## config.mk

```make
export PLATFORM = sky130hd
export DESIGN_NAME = deadline_timer_queue_unit_flat
export DESIGN_NICKNAME = d
export VERILOG_FILES = /design/src/sv/dtq_pkg.sv /design/src/sv/dtq_if.sv /design/src/sv/dtq_ram.sv /design/src/sv/deadline_timer_queue_unit.sv /design/src/flat_wrapper.sv
export SDC_FILE = /design/constraint.sdc
export NUM_CORES = 2
export LEC_CHECK = 0
export ABC_AREA = 1
export BUFFER_PORTS_ARGS = -buffer_cell sky130_fd_sc_hd__buf_2
export CAP_MARGIN = 30
export CORE_UTILIZATION = 45
export CTS_BUF_LIST = sky130_fd_sc_hd__clkbuf_8 sky130_fd_sc_hd__clkbuf_16
export CTS_CLUSTER_DIAMETER = 100
export DETAILED_ROUTE_END_ITERATION = 6
export GPL_TIMING_DRIVEN = 1
export SYNTH_ARGS = -nofsm -noshare
export SYNTH_HDL_FRONTEND = slang
export SYNTH_SLANG_ARGS = --single-unit
```

## constraint.sdc

```tcl
create_clock -name clk -period 4.7 [get_ports clk]
set_input_delay 0 -clock clk [delete_from_list [all_inputs] [get_ports clk]]
set_output_delay 0 -clock clk [all_outputs]
set_load 0.005 [all_outputs]
```

## src/sv/dtq_pkg.sv

```systemverilog
// Package: shared constants and state type of the deadline timer queue.
package dtq_pkg;

  localparam int SEQ_BITS    = 16;
  localparam logic [SEQ_BITS-1:0] SEQ_MAX = '1;
  localparam int MAX_RESULTS = 32;
  localparam int RES_W       = 6;

  localparam logic OP_PUSH   = 1'b0;
  localparam logic OP_UPDATE = 1'b1;

  localparam logic KIND_ACK     = 1'b0;
  localparam logic KIND_RELEASE = 1'b1;

  localparam logic STATUS_OK   = 1'b0;
  localparam logic STATUS_FULL = 1'b1;

  typedef enum logic [3:0] {
    ST_IDLE,
    ST_PUSH_WR,
    ST_ACK,
    ST_RN_I,
    ST_RN_IW,
    ST_RN_SCAN,
    ST_RN_COPY,
    ST_SCAN,
    ST_DECIDE,
    ST_MOVE_RD,
    ST_MOVE_WR,
    ST_NEXT,
    ST_FLUSH
  } state_t;

endpackage

```

## src/sv/dtq_if.sv

```systemverilog
// Interfaces: request and result channels of the deadline timer queue.
interface dtq_req_if #(
  parameter int TIME_BITS = 32,
  parameter int TAG_BITS  = 16
);
  logic                 valid;
  logic                 ready;
  logic                 opcode;
  logic [TIME_BITS-1:0] timeout;
  logic [TAG_BITS-1:0]  action_tag;
  logic                 has_action;
  logic [TIME_BITS-1:0] current_time;

  modport source (output valid, opcode, timeout, action_tag, has_action, current_time,
                  input ready);
  modport sink   (input valid, opcode, timeout, action_tag, has_action, current_time,
                  output ready);
endinterface

interface dtq_rsp_if #(
  parameter int TIME_BITS = 32,
  parameter int TAG_BITS  = 16
);
  logic                 valid;
  logic                 ready;
  logic                 kind;
  logic                 status;
  logic [TAG_BITS-1:0]  released_tag;
  logic [TIME_BITS-1:0] released_deadline;
  logic                 missing_action;
  logic                 last;

  modport source (output valid, kind, status, released_tag, released_deadline,
                  missing_action, last, input ready);
  modport sink   (input valid, kind, status, released_tag, released_deadline,
                  missing_action, last, output ready);
endinterface

```

## src/sv/dtq_ram.sv

```systemverilog
// Generic single-write, single-read RAM with registered read data.
module dtq_ram #(
  parameter int WIDTH = 8,
  parameter int DEPTH = 32
) (
  input  logic                     clk,
  input  logic                     we,
  input  logic [$clog2(DEPTH)-1:0] waddr,
  input  logic [WIDTH-1:0]         wdata,
  input  logic [$clog2(DEPTH)-1:0] raddr,
  output logic [WIDTH-1:0]         rdata
);
  logic [WIDTH-1:0] mem [DEPTH];

  always_ff @(posedge clk) begin
    if (we) begin
      mem[waddr] <= wdata;
    end
    rdata <= mem[raddr];
  end
endmodule

```

## src/sv/deadline_timer_queue_unit.sv

```systemverilog
// Top level: deadline timer queue with entries held in one RAM, plus a rank scratch RAM.
//
// Entries occupy slots 0..count-1 of the entry RAM. A push writes its entry and then waits for
// the result slot. An update scans all live entries through the single RAM read port for
// every released entry, and returns straight to idle when the queue is empty. Once every 65535
// pushes the sequence numbers are compacted before the push, ranking each live entry by a
// full scan through the read port.
// The next transaction is accepted only when the block is back in its idle state.
module deadline_timer_queue_unit
  import dtq_pkg::*;
#(
  parameter int QUEUE_DEPTH = 32,
  parameter int TIME_BITS   = 32,
  parameter int TAG_BITS    = 16
) (
  input logic    clk,
  input logic    rst,
  dtq_req_if.sink   req,
  dtq_rsp_if.source rsp
);
  localparam int IDX_W = $clog2(QUEUE_DEPTH);
  localparam int CNT_W = $clog2(QUEUE_DEPTH + 1);
  localparam int E_W   = TIME_BITS + TAG_BITS + 1 + SEQ_BITS;

  state_t state, state_next;

  logic [TIME_BITS-1:0] now_time;
  logic [CNT_W-1:0]     count;
  logic [SEQ_BITS-1:0]  nseq;
  logic [TIME_BITS-1:0] p_timeout;
  logic [TAG_BITS-1:0]  p_tag;
  logic                 p_has;
  logic                 p_full;

  logic [CNT_W-1:0] scan_idx;
  logic             pv;
  logic [IDX_W-1:0] pidx;
  logic             issue, scan_done;

  logic [TIME_BITS-1:0] best_d;
  logic [SEQ_BITS-1:0]  best_s;
  logic [TAG_BITS-1:0]  best_tag;
  logic                 best_has;
  logic [IDX_W-1:0]     best_idx;

  logic                 have_pend;
  logic [TIME_BITS-1:0] pend_d;
  logic [TAG_BITS-1:0]  pend_tag;
  logic                 pend_has;
  logic [RES_W-1:0]     nres;

  logic [CNT_W-1:0]    ri;
  logic [SEQ_BITS-1:0] seq_i;
  logic [CNT_W-1:0]    rank_acc;

  logic             we, rk_we;
  logic [IDX_W-1:0] waddr, raddr;
  logic [E_W-1:0]   wdata, rdata;
  logic [CNT_W-1:0] rk_rdata;

  logic [TIME_BITS-1:0] r_d;
  logic [TAG_BITS-1:0]  r_tag;
  logic                 r_has;
  logic [SEQ_BITS-1:0]  r_s;
  logic [TIME_BITS:0]   sum;
  logic [TIME_BITS-1:0] sat;
  logic                 earlier, out_free, expired, need_move;
  logic                 emit;
  logic                 e_kind, e_status, e_missing, e_last;
  logic [TAG_BITS-1:0]  e_tag;
  logic [TIME_BITS-1:0] e_d;

  assign {r_d, r_tag, r_has, r_s} = rdata;
  assign sum = {1'b0, now_time} + {1'b0, p_timeout};
  assign sat = sum[TIME_BITS] ? '1 : sum[TIME_BITS-1:0];
  assign earlier = (r_d < best_d) || ((r_d == best_d) && (r_s < best_s));
  assign out_free = !rsp.valid || rsp.ready;
  assign issue = scan_idx < count;
  assign scan_done = !issue && !pv;
  assign expired = best_d < now_time;
  assign need_move = CNT_W'(best_idx) != (count - CNT_W'(1));

  dtq_ram #(.WIDTH(E_W), .DEPTH(QUEUE_DEPTH)) u_entry_ram (
    .clk(clk), .we(we), .waddr(waddr), .wdata(wdata), .raddr(raddr), .rdata(rdata)
  );

  dtq_ram #(.WIDTH(CNT_W), .DEPTH(QUEUE_DEPTH)) u_rank_ram (
    .clk(clk), .we(rk_we), .waddr(ri[IDX_W-1:0]), .wdata(rank_acc),
    .raddr(scan_idx[IDX_W-1:0]), .rdata(rk_rdata)
  );

  always_comb begin
    state_next = state;
    unique case (state)
      ST_IDLE: begin
        if (req.valid) begin
          if (req.opcode == OP_UPDATE) begin
            state_next = (count == '0) ? ST_IDLE : ST_SCAN;
          end else if (count == CNT_W'(QUEUE_DEPTH)) begin
            state_next = ST_ACK;
          end else if (nseq == SEQ_MAX && count != '0) begin
            state_next = ST_RN_I;
          end else begin
            state_next = ST_PUSH_WR;
          end
        end
      end
      ST_PUSH_WR: state_next = ST_ACK;
      ST_ACK:     if (out_free) state_next = ST_IDLE;
      ST_RN_I:    state_next = ST_RN_IW;
      ST_RN_IW:   state_next = ST_RN_SCAN;
      ST_RN_SCAN: begin
        if (scan_done) begin
          state_next = (ri + CNT_W'(1) == count) ? ST_RN_COPY : ST_RN_I;
        end
      end
      ST_RN_COPY: if (scan_done) state_next = ST_PUSH_WR;
      ST_SCAN:    if (scan_done) state_next = ST_DECIDE;
      ST_DECIDE: begin
        if (!expired) begin
          state_next = ST_FLUSH;
        end else if (!have_pend || out_free) begin
          state_next = need_move ? ST_MOVE_RD : ST_NEXT;
        end
      end
      ST_MOVE_RD: state_next = ST_MOVE_WR;
      ST_MOVE_WR: state_next = ST_NEXT;
      ST_NEXT: begin
        state_next = (nres == RES_W'(MAX_RESULTS) || count == '0) ? ST_FLUSH : ST_SCAN;
      end
      ST_FLUSH:   if (!have_pend || out_free) state_next = ST_IDLE;
      default:    state_next = ST_IDLE;
    endcase
  end

  always_comb begin
    req.ready = (state == ST_IDLE);
    we        = 1'b0;
    waddr     = count[IDX_W-1:0];
    wdata     = {sat, p_tag, p_has, nseq};
    raddr     = scan_idx[IDX_W-1:0];
    rk_we     = 1'b0;
    emit      = 1'b0;
    e_kind    = KIND_ACK;
    e_status  = STATUS_OK;
    e_tag     = '0;
    e_d       = '0;
    e_missing = 1'b0;
    e_last    = 1'b1;
    unique case (state)
      ST_PUSH_WR: we = 1'b1;
      ST_ACK: begin
        emit     = out_free;
        e_status = p_full ? STATUS_FULL : STATUS_OK;
      end
      ST_RN_I:    raddr = ri[IDX_W-1:0];
      ST_RN_SCAN: rk_we = scan_done;
      ST_RN_COPY: begin
        we    = pv;
        waddr = pidx;
        wdata = {rdata[E_W-1:SEQ_BITS], SEQ_BITS'(rk_rdata)};
      end
      ST_DECIDE: begin
        emit      = expired && have_pend && out_free;
        e_kind    = KIND_RELEASE;
        e_tag     = pend_tag;
        e_d       = pend_d;
        e_missing = !pend_has;
        e_last    = 1'b0;
      end
      ST_MOVE_RD: raddr = count[IDX_W-1:0];
      ST_MOVE_WR: begin
        we    = 1'b1;
        waddr = best_idx;
        wdata = rdata;
      end
      ST_FLUSH: begin
        emit      = have_pend && out_free;
        e_kind    = KIND_RELEASE;
        e_tag     = pend_tag;
        e_d       = pend_d;
        e_missing = !pend_has;
      end
      default: ;
    endcase
  end

  always_ff @(posedge clk) begin
    if (rst) begin
      state     <= ST_IDLE;
      now_time  <= '0;
      count     <= '0;
      nseq      <= '0;
      rsp.valid <= 1'b0;
      have_pend <= 1'b0;
      pv        <= 1'b0;
      scan_idx  <= '0;
    end else begin
      state <= state_next;
      if (emit) begin
        rsp.valid             <= 1'b1;
        rsp.kind              <= e_kind;
        rsp.status            <= e_status;
        rsp.released_tag      <= e_tag;
        rsp.released_deadline <= e_d;
        rsp.missing_action    <= e_missing;
        rsp.last              <= e_last;
      end else if (rsp.ready) begin
        rsp.valid <= 1'b0;
      end

      if (state == ST_SCAN || state == ST_RN_SCAN || state == ST_RN_COPY) begin
        pv   <= issue;
        pidx <= scan_idx[IDX_W-1:0];
        if (scan_done) scan_idx <= '0;
        else if (issue) scan_idx <= scan_idx + CNT_W'(1);
      end else begin
        pv       <= 1'b0;
        scan_idx <= '0;
      end

      unique case (state)
        ST_IDLE: begin
          p_timeout <= req.timeout;
          p_tag     <= req.action_tag;
          p_has     <= req.has_action;
          p_full    <= (count == CNT_W'(QUEUE_DEPTH));
          ri        <= '0;
          nres      <= '0;
          have_pend <= 1'b0;
          if (req.valid) begin
            if (req.opcode == OP_UPDATE) begin
              now_time <= req.current_time;
            end else if (nseq == SEQ_MAX && count == '0) begin
              nseq <= '0;
            end
          end
        end
        ST_PUSH_WR: begin
          count <= count + CNT_W'(1);
          nseq  <= nseq + SEQ_BITS'(1);
        end
        ST_RN_IW: begin
          seq_i    <= r_s;
          rank_acc <= '0;
        end
        ST_RN_SCAN: begin
          if (pv && r_s < seq_i) rank_acc <= rank_acc + CNT_W'(1);
          if (scan_done) ri <= ri + CNT_W'(1);
        end
        ST_RN_COPY: if (scan_done) nseq <= SEQ_BITS'(count);
        ST_SCAN: begin
          if (pv && (pidx == '0 || earlier)) begin
            best_d   <= r_d;
            best_s   <= r_s;
            best_tag <= r_tag;
            best_has <= r_has;
            best_idx <= pidx;
          end
        end
        ST_DECIDE: begin
          if (expired && (!have_pend || out_free)) begin
            have_pend <= 1'b1;
            pend_d    <= best_d;
            pend_tag  <= best_tag;
            pend_has  <= best_has;
            nres      <= nres + RES_W'(1);
            count     <= count - CNT_W'(1);
          end
        end
        ST_FLUSH: if (out_free) have_pend <= 1'b0;
        default: ;
      endcase
    end
  end
endmodule

```

## src/flat_wrapper.sv

```systemverilog
// flat-port wrapper written by rule: the top's interface ports become plain ports
module deadline_timer_queue_unit_flat import dtq_pkg::*;
#(
  parameter int QUEUE_DEPTH = 32,
  parameter int TIME_BITS   = 32,
  parameter int TAG_BITS    = 16
)
  (clk, rst, req_valid, req_opcode, req_timeout, req_action_tag, req_has_action, req_current_time, req_ready, rsp_valid, rsp_kind, rsp_status, rsp_released_tag, rsp_released_deadline, rsp_missing_action, rsp_last, rsp_ready);
  dtq_req_if #(.TIME_BITS(TIME_BITS), .TAG_BITS(TAG_BITS)) req_i ();
  dtq_rsp_if #(.TIME_BITS(TIME_BITS), .TAG_BITS(TAG_BITS)) rsp_i ();
  input logic clk;
  input logic rst;
  input wire logic [$bits(req_i.valid)-1:0] req_valid;
  input wire logic [$bits(req_i.opcode)-1:0] req_opcode;
  input wire logic [$bits(req_i.timeout)-1:0] req_timeout;
  input wire logic [$bits(req_i.action_tag)-1:0] req_action_tag;
  input wire logic [$bits(req_i.has_action)-1:0] req_has_action;
  input wire logic [$bits(req_i.current_time)-1:0] req_current_time;
  output wire logic [$bits(req_i.ready)-1:0] req_ready;
  output wire logic [$bits(rsp_i.valid)-1:0] rsp_valid;
  output wire logic [$bits(rsp_i.kind)-1:0] rsp_kind;
  output wire logic [$bits(rsp_i.status)-1:0] rsp_status;
  output wire logic [$bits(rsp_i.released_tag)-1:0] rsp_released_tag;
  output wire logic [$bits(rsp_i.released_deadline)-1:0] rsp_released_deadline;
  output wire logic [$bits(rsp_i.missing_action)-1:0] rsp_missing_action;
  output wire logic [$bits(rsp_i.last)-1:0] rsp_last;
  input wire logic [$bits(rsp_i.ready)-1:0] rsp_ready;
  assign req_i.valid = req_valid;
  assign req_i.opcode = req_opcode;
  assign req_i.timeout = req_timeout;
  assign req_i.action_tag = req_action_tag;
  assign req_i.has_action = req_has_action;
  assign req_i.current_time = req_current_time;
  assign req_ready = req_i.ready;
  assign rsp_valid = rsp_i.valid;
  assign rsp_kind = rsp_i.kind;
  assign rsp_status = rsp_i.status;
  assign rsp_released_tag = rsp_i.released_tag;
  assign rsp_released_deadline = rsp_i.released_deadline;
  assign rsp_missing_action = rsp_i.missing_action;
  assign rsp_last = rsp_i.last;
  assign rsp_i.ready = rsp_ready;
  deadline_timer_queue_unit #(.QUEUE_DEPTH(QUEUE_DEPTH), .TIME_BITS(TIME_BITS), .TAG_BITS(TAG_BITS)) u_core (.clk(clk), .rst(rst), .req(req_i), .rsp(rsp_i));
endmodule
```

==> results.sh <==
export IMPL_core_area_um2=241000
export IMPL_firstDrtPassIters=7
export IMPL_dieWidth_um=494
export IMPL_reg2reg_depth=9
export IMPL_wire_per_inst_um=24.7
export IMPL_cp_arrival_ns=4.51
export IMPL_pwr_share_seq=0.481
export IMPL_antenna_found_initial=4
export IMPL_start_kind="flip-flop"
export IMPL_grt_use_met1=0.374
export IMPL_ios=140
export IMPL_critical_path_startpoint="u_core.state[2]"
export IMPL_yosys_warnings=0
export IMPL_mappedNetlistArea_um2=109000
export IMPL_synth_async_sr_flop_share=0
export IMPL_grt_use_met3=0.0453
export IMPL_start_util=0.453
export IMPL_place_ws_ns=0.888
export IMPL_critPathTopFamily="buffers and inverters"
export IMPL_die_area_um2=244000
export IMPL_clock_path_buffers=4
export IMPL_vias=74500
export IMPL_insertion_delay_ns=0.97
export IMPL_p_leak_uw=0.0457
export IMPL_final_area_um2=126000
export IMPL_cts_resized=0
export IMPL_gr_total_overflow=0
export IMPL_tightest_slew_ns=1.09
export IMPL_avgViaCountPerCell=5.73
export IMPL_nets=9850
export IMPL_dr_first_iter_drc_count=9036
export IMPL_avgSynthCellArea_um2=11.7
export IMPL_track_usage=0.260
export IMPL_worstPathCellList="inv_1 > ha_1 > inv_1 > nor2_4 > nor2_4 > buf_4 > buf_4 > o21ai_0 > inv_1"
export IMPL_synth_nets=9513
export IMPL_slowest_stage="o21ai_0"
export IMPL_rows=180
export IMPL_hold_depth=3
export IMPL_rsz0062_at_grt="no"
export IMPL_fin_cells=13000
export IMPL_switching_share=0.289
export IMPL_ys_ff_latch=2670
export IMPL_finalClockSkew_ns=0.0821
export IMPL_worstSetupPathDepth=9
export IMPL_placed_area_um2=115000
export IMPL_clockRootBuffer="clkbuf_16"
export IMPL_power_density_nw_per_um2=514
export IMPL_final_hold_violation_count=0
export IMPL_cts_inserted_buffers=294
export IMPL_seq_area_frac_synth=0.723
export IMPL_grt_busiest_layer="met2"
export IMPL_cp_end_kind="flip-flop"
export IMPL_required_ns=5.15
export IMPL_cts_setup_buffers=0
export IMPL_grt_max_degree=156
export IMPL_grt_pass1_wl_um=471000
export IMPL_postRouteAntennaNets=0
export IMPL_wirelength_um=321000
export IMPL_max_stage_delay_ns=0.83
export IMPL_tritoncts="built"
export IMPL_hpwl_um=164000
export IMPL_synth_cell_type_count=47
export IMPL_use_met2=0.409
export IMPL_cts_sinks=2670
export IMPL_cp_max_fo=44
export IMPL_synthCells=9280
export IMPL_final_setup_viol_count=0
export IMPL_cts_max_level=5
export IMPL_grt_pass1_vias=70700
export IMPL_power_total_uw=64700
export IMPL_fin_ws_ns=0.636
export IMPL_die_y_um=494
export IMPL_final_cell_mix="2545 x nand2_1, 2532 x edfxtp_1, 2053 x nand3_1"
export IMPL_finalCritPeriodShare=0.865
export IMPL_peakVddDrop_mv=0.449
export IMPL_period_minus_slack_ns=4.06
export IMPL_criticalPathCategory="reg2reg"
export IMPL_p_clk_frac=0.338
export IMPL_hold_buffers=177
export IMPL_fin_util=0.523
export IMPL_area_delta_synth_final_pct=15.5
export IMPL_clk_pin_slew_worst_paths_ns=0.06
export IMPL_hp_class="in2reg"
export IMPL_slew_viol_final=0
export IMPL_regToRegStartpoint="u_core.state[2]"
export IMPL_clock_fmax_mhz=246
export IMPL_dp_cells=12300
export IMPL_layout_commonest_cell="nand2_1"
export IMPL_portBuffers=139
export IMPL_synth_edff_count=2532
export IMPL_route_detailed_drc=0
export IMPL_hp_start="rst"
export IMPL_drive_above_1_share=0.0876
export IMPL_cap_violations=0
export IMPL_crit_top_cell="inv_1"
export IMPL_globalplace_congestion=0.908
export IMPL_internal_power_uw=46000
export IMPL_crit_buf_inv=5
export IMPL_ys_flop_type="edfxtp_1"
export IMPL_status="finished clean"
export IMPL_switchingPower_uw=18700
export IMPL_relSlewSlack=0.275
export IMPL_comb_power_share=0.181
-- cells in the mapped netlist (13+ instances only) --
cell      number  area, um2
nand2_1     2545       9550
edfxtp_1    2532      76000
nand3_1     2054      10300
nor2_1       374       1400
inv_1        332       1250
clkbuf_1     301       1130
o21ai_0      224       1120
buf_2        168        841
a21oi_1      163        816
ha_1         146       1830
dfxtp_1      138       2760
buf_1         40        150
o22ai_1       36        225
nand4_1       31        194
nor3_1        26        130
o221ai_1      21        184
xor2_1        18        158
o21ai_1       16       80.1
a31oi_1       13       81.3
o21bai_1      13       97.6
-- per-stage QoR --
stage | hold slack (ns) | TNS (ns)
finish | 0.110 | 0
global route | 0.0963 | 0
CTS | 0.0562 | 0
detailed placement | 0.183 | 0
global placement | 0.179 | 0
floorplan | 0.0989 | -516.91
-- final timing paths --
path	slack, ns	endpoint
max	0.64	u_core.u_entry_ram.mem[1][33]
max reg2reg	0.64	u_core.u_entry_ram.mem[1][33]
min reg2reg	0.39	u_core.pend_tag[6]
min	0.11	u_core.nseq[15]
-- layer usage --
metal  share of wire  vias up
li1                -    33500
met1            0.42    36800
met2            0.46     3645
met3           0.095      525
met4           0.024        2
met5        0.000034        -
-- power groups by stage --
stage          Clock [uW]  Combinational, uW  Sequential, uW
2_1_floorplan           0               6590           31300
3_3_place_gp            0              11100           31600
3_5_place_dp            0              11300           31600
4_1_cts             22200              11500           31100
5_1_grt             23100              12800           31200
6_report            21900              11700           31100
-- area by class of cell --
class / instances / area, um2
Antenna cell: 1 / 2.50
Fill cell: 20300 / 115000
Sequential cell: 2670 / 78800
Timing Repair Buffer: 561 / 5630
Clock buffer: 322 / 7810
Multi-Input combinational cell: 5748 / 27100
Inverter: 342 / 1320
Clock inverter: 183 / 1260
Tap cell: 3185 / 3990
-- cells by family (layout without fill, tap and decap cells) --
| family | Yosys count | in the layout | share of synthesized area |
|---|---|---|---|
| and+or+nand+nor | 5050 | 5050 | 0.199 |
| DFF | 2670 | 2670 | 0.723 |
| buffers and inverters | 862 | 1408 | 0.0320 |
| AOI/OAI and AO/OA | 521 | 521 | 0.0264 |
| adders and majority gates | 147 | 147 | 0.0169 |
| xor gates and xnor gates | 30 | 30 | 0.00241 |
| other | 0 | 1 | 0 |
-- flip-flops by register name, indices dropped and copies added (netlist names), 32 cells and up --
| register | count |
|---|---|
| u_core.u_entry_ram.mem | 2080 |
| u_core.now_time | 32 |
| u_core.best_d | 32 |
| u_core.pend_d | 32 |
| u_core.p_timeout | 32 |
| u_core.u_rank_ram.mem | 192 |
| u_core.rsp.released_deadline | 32 |
| u_core.u_entry_ram.rdata | 65 |
-- worst reg2reg max path, delay by kind of cell (launching register included) --
kind,cells,cell delay (ns)
buffers and inverters,5,1.49
AND/OR/NAND/NOR,2,0.52
AO/OA/AOI/OAI,1,0.90
adder cells (fa/ha/maj),1,0.31
flip-flops,1,0.33
No activity file was read; power rests on OpenSTA's default activity.
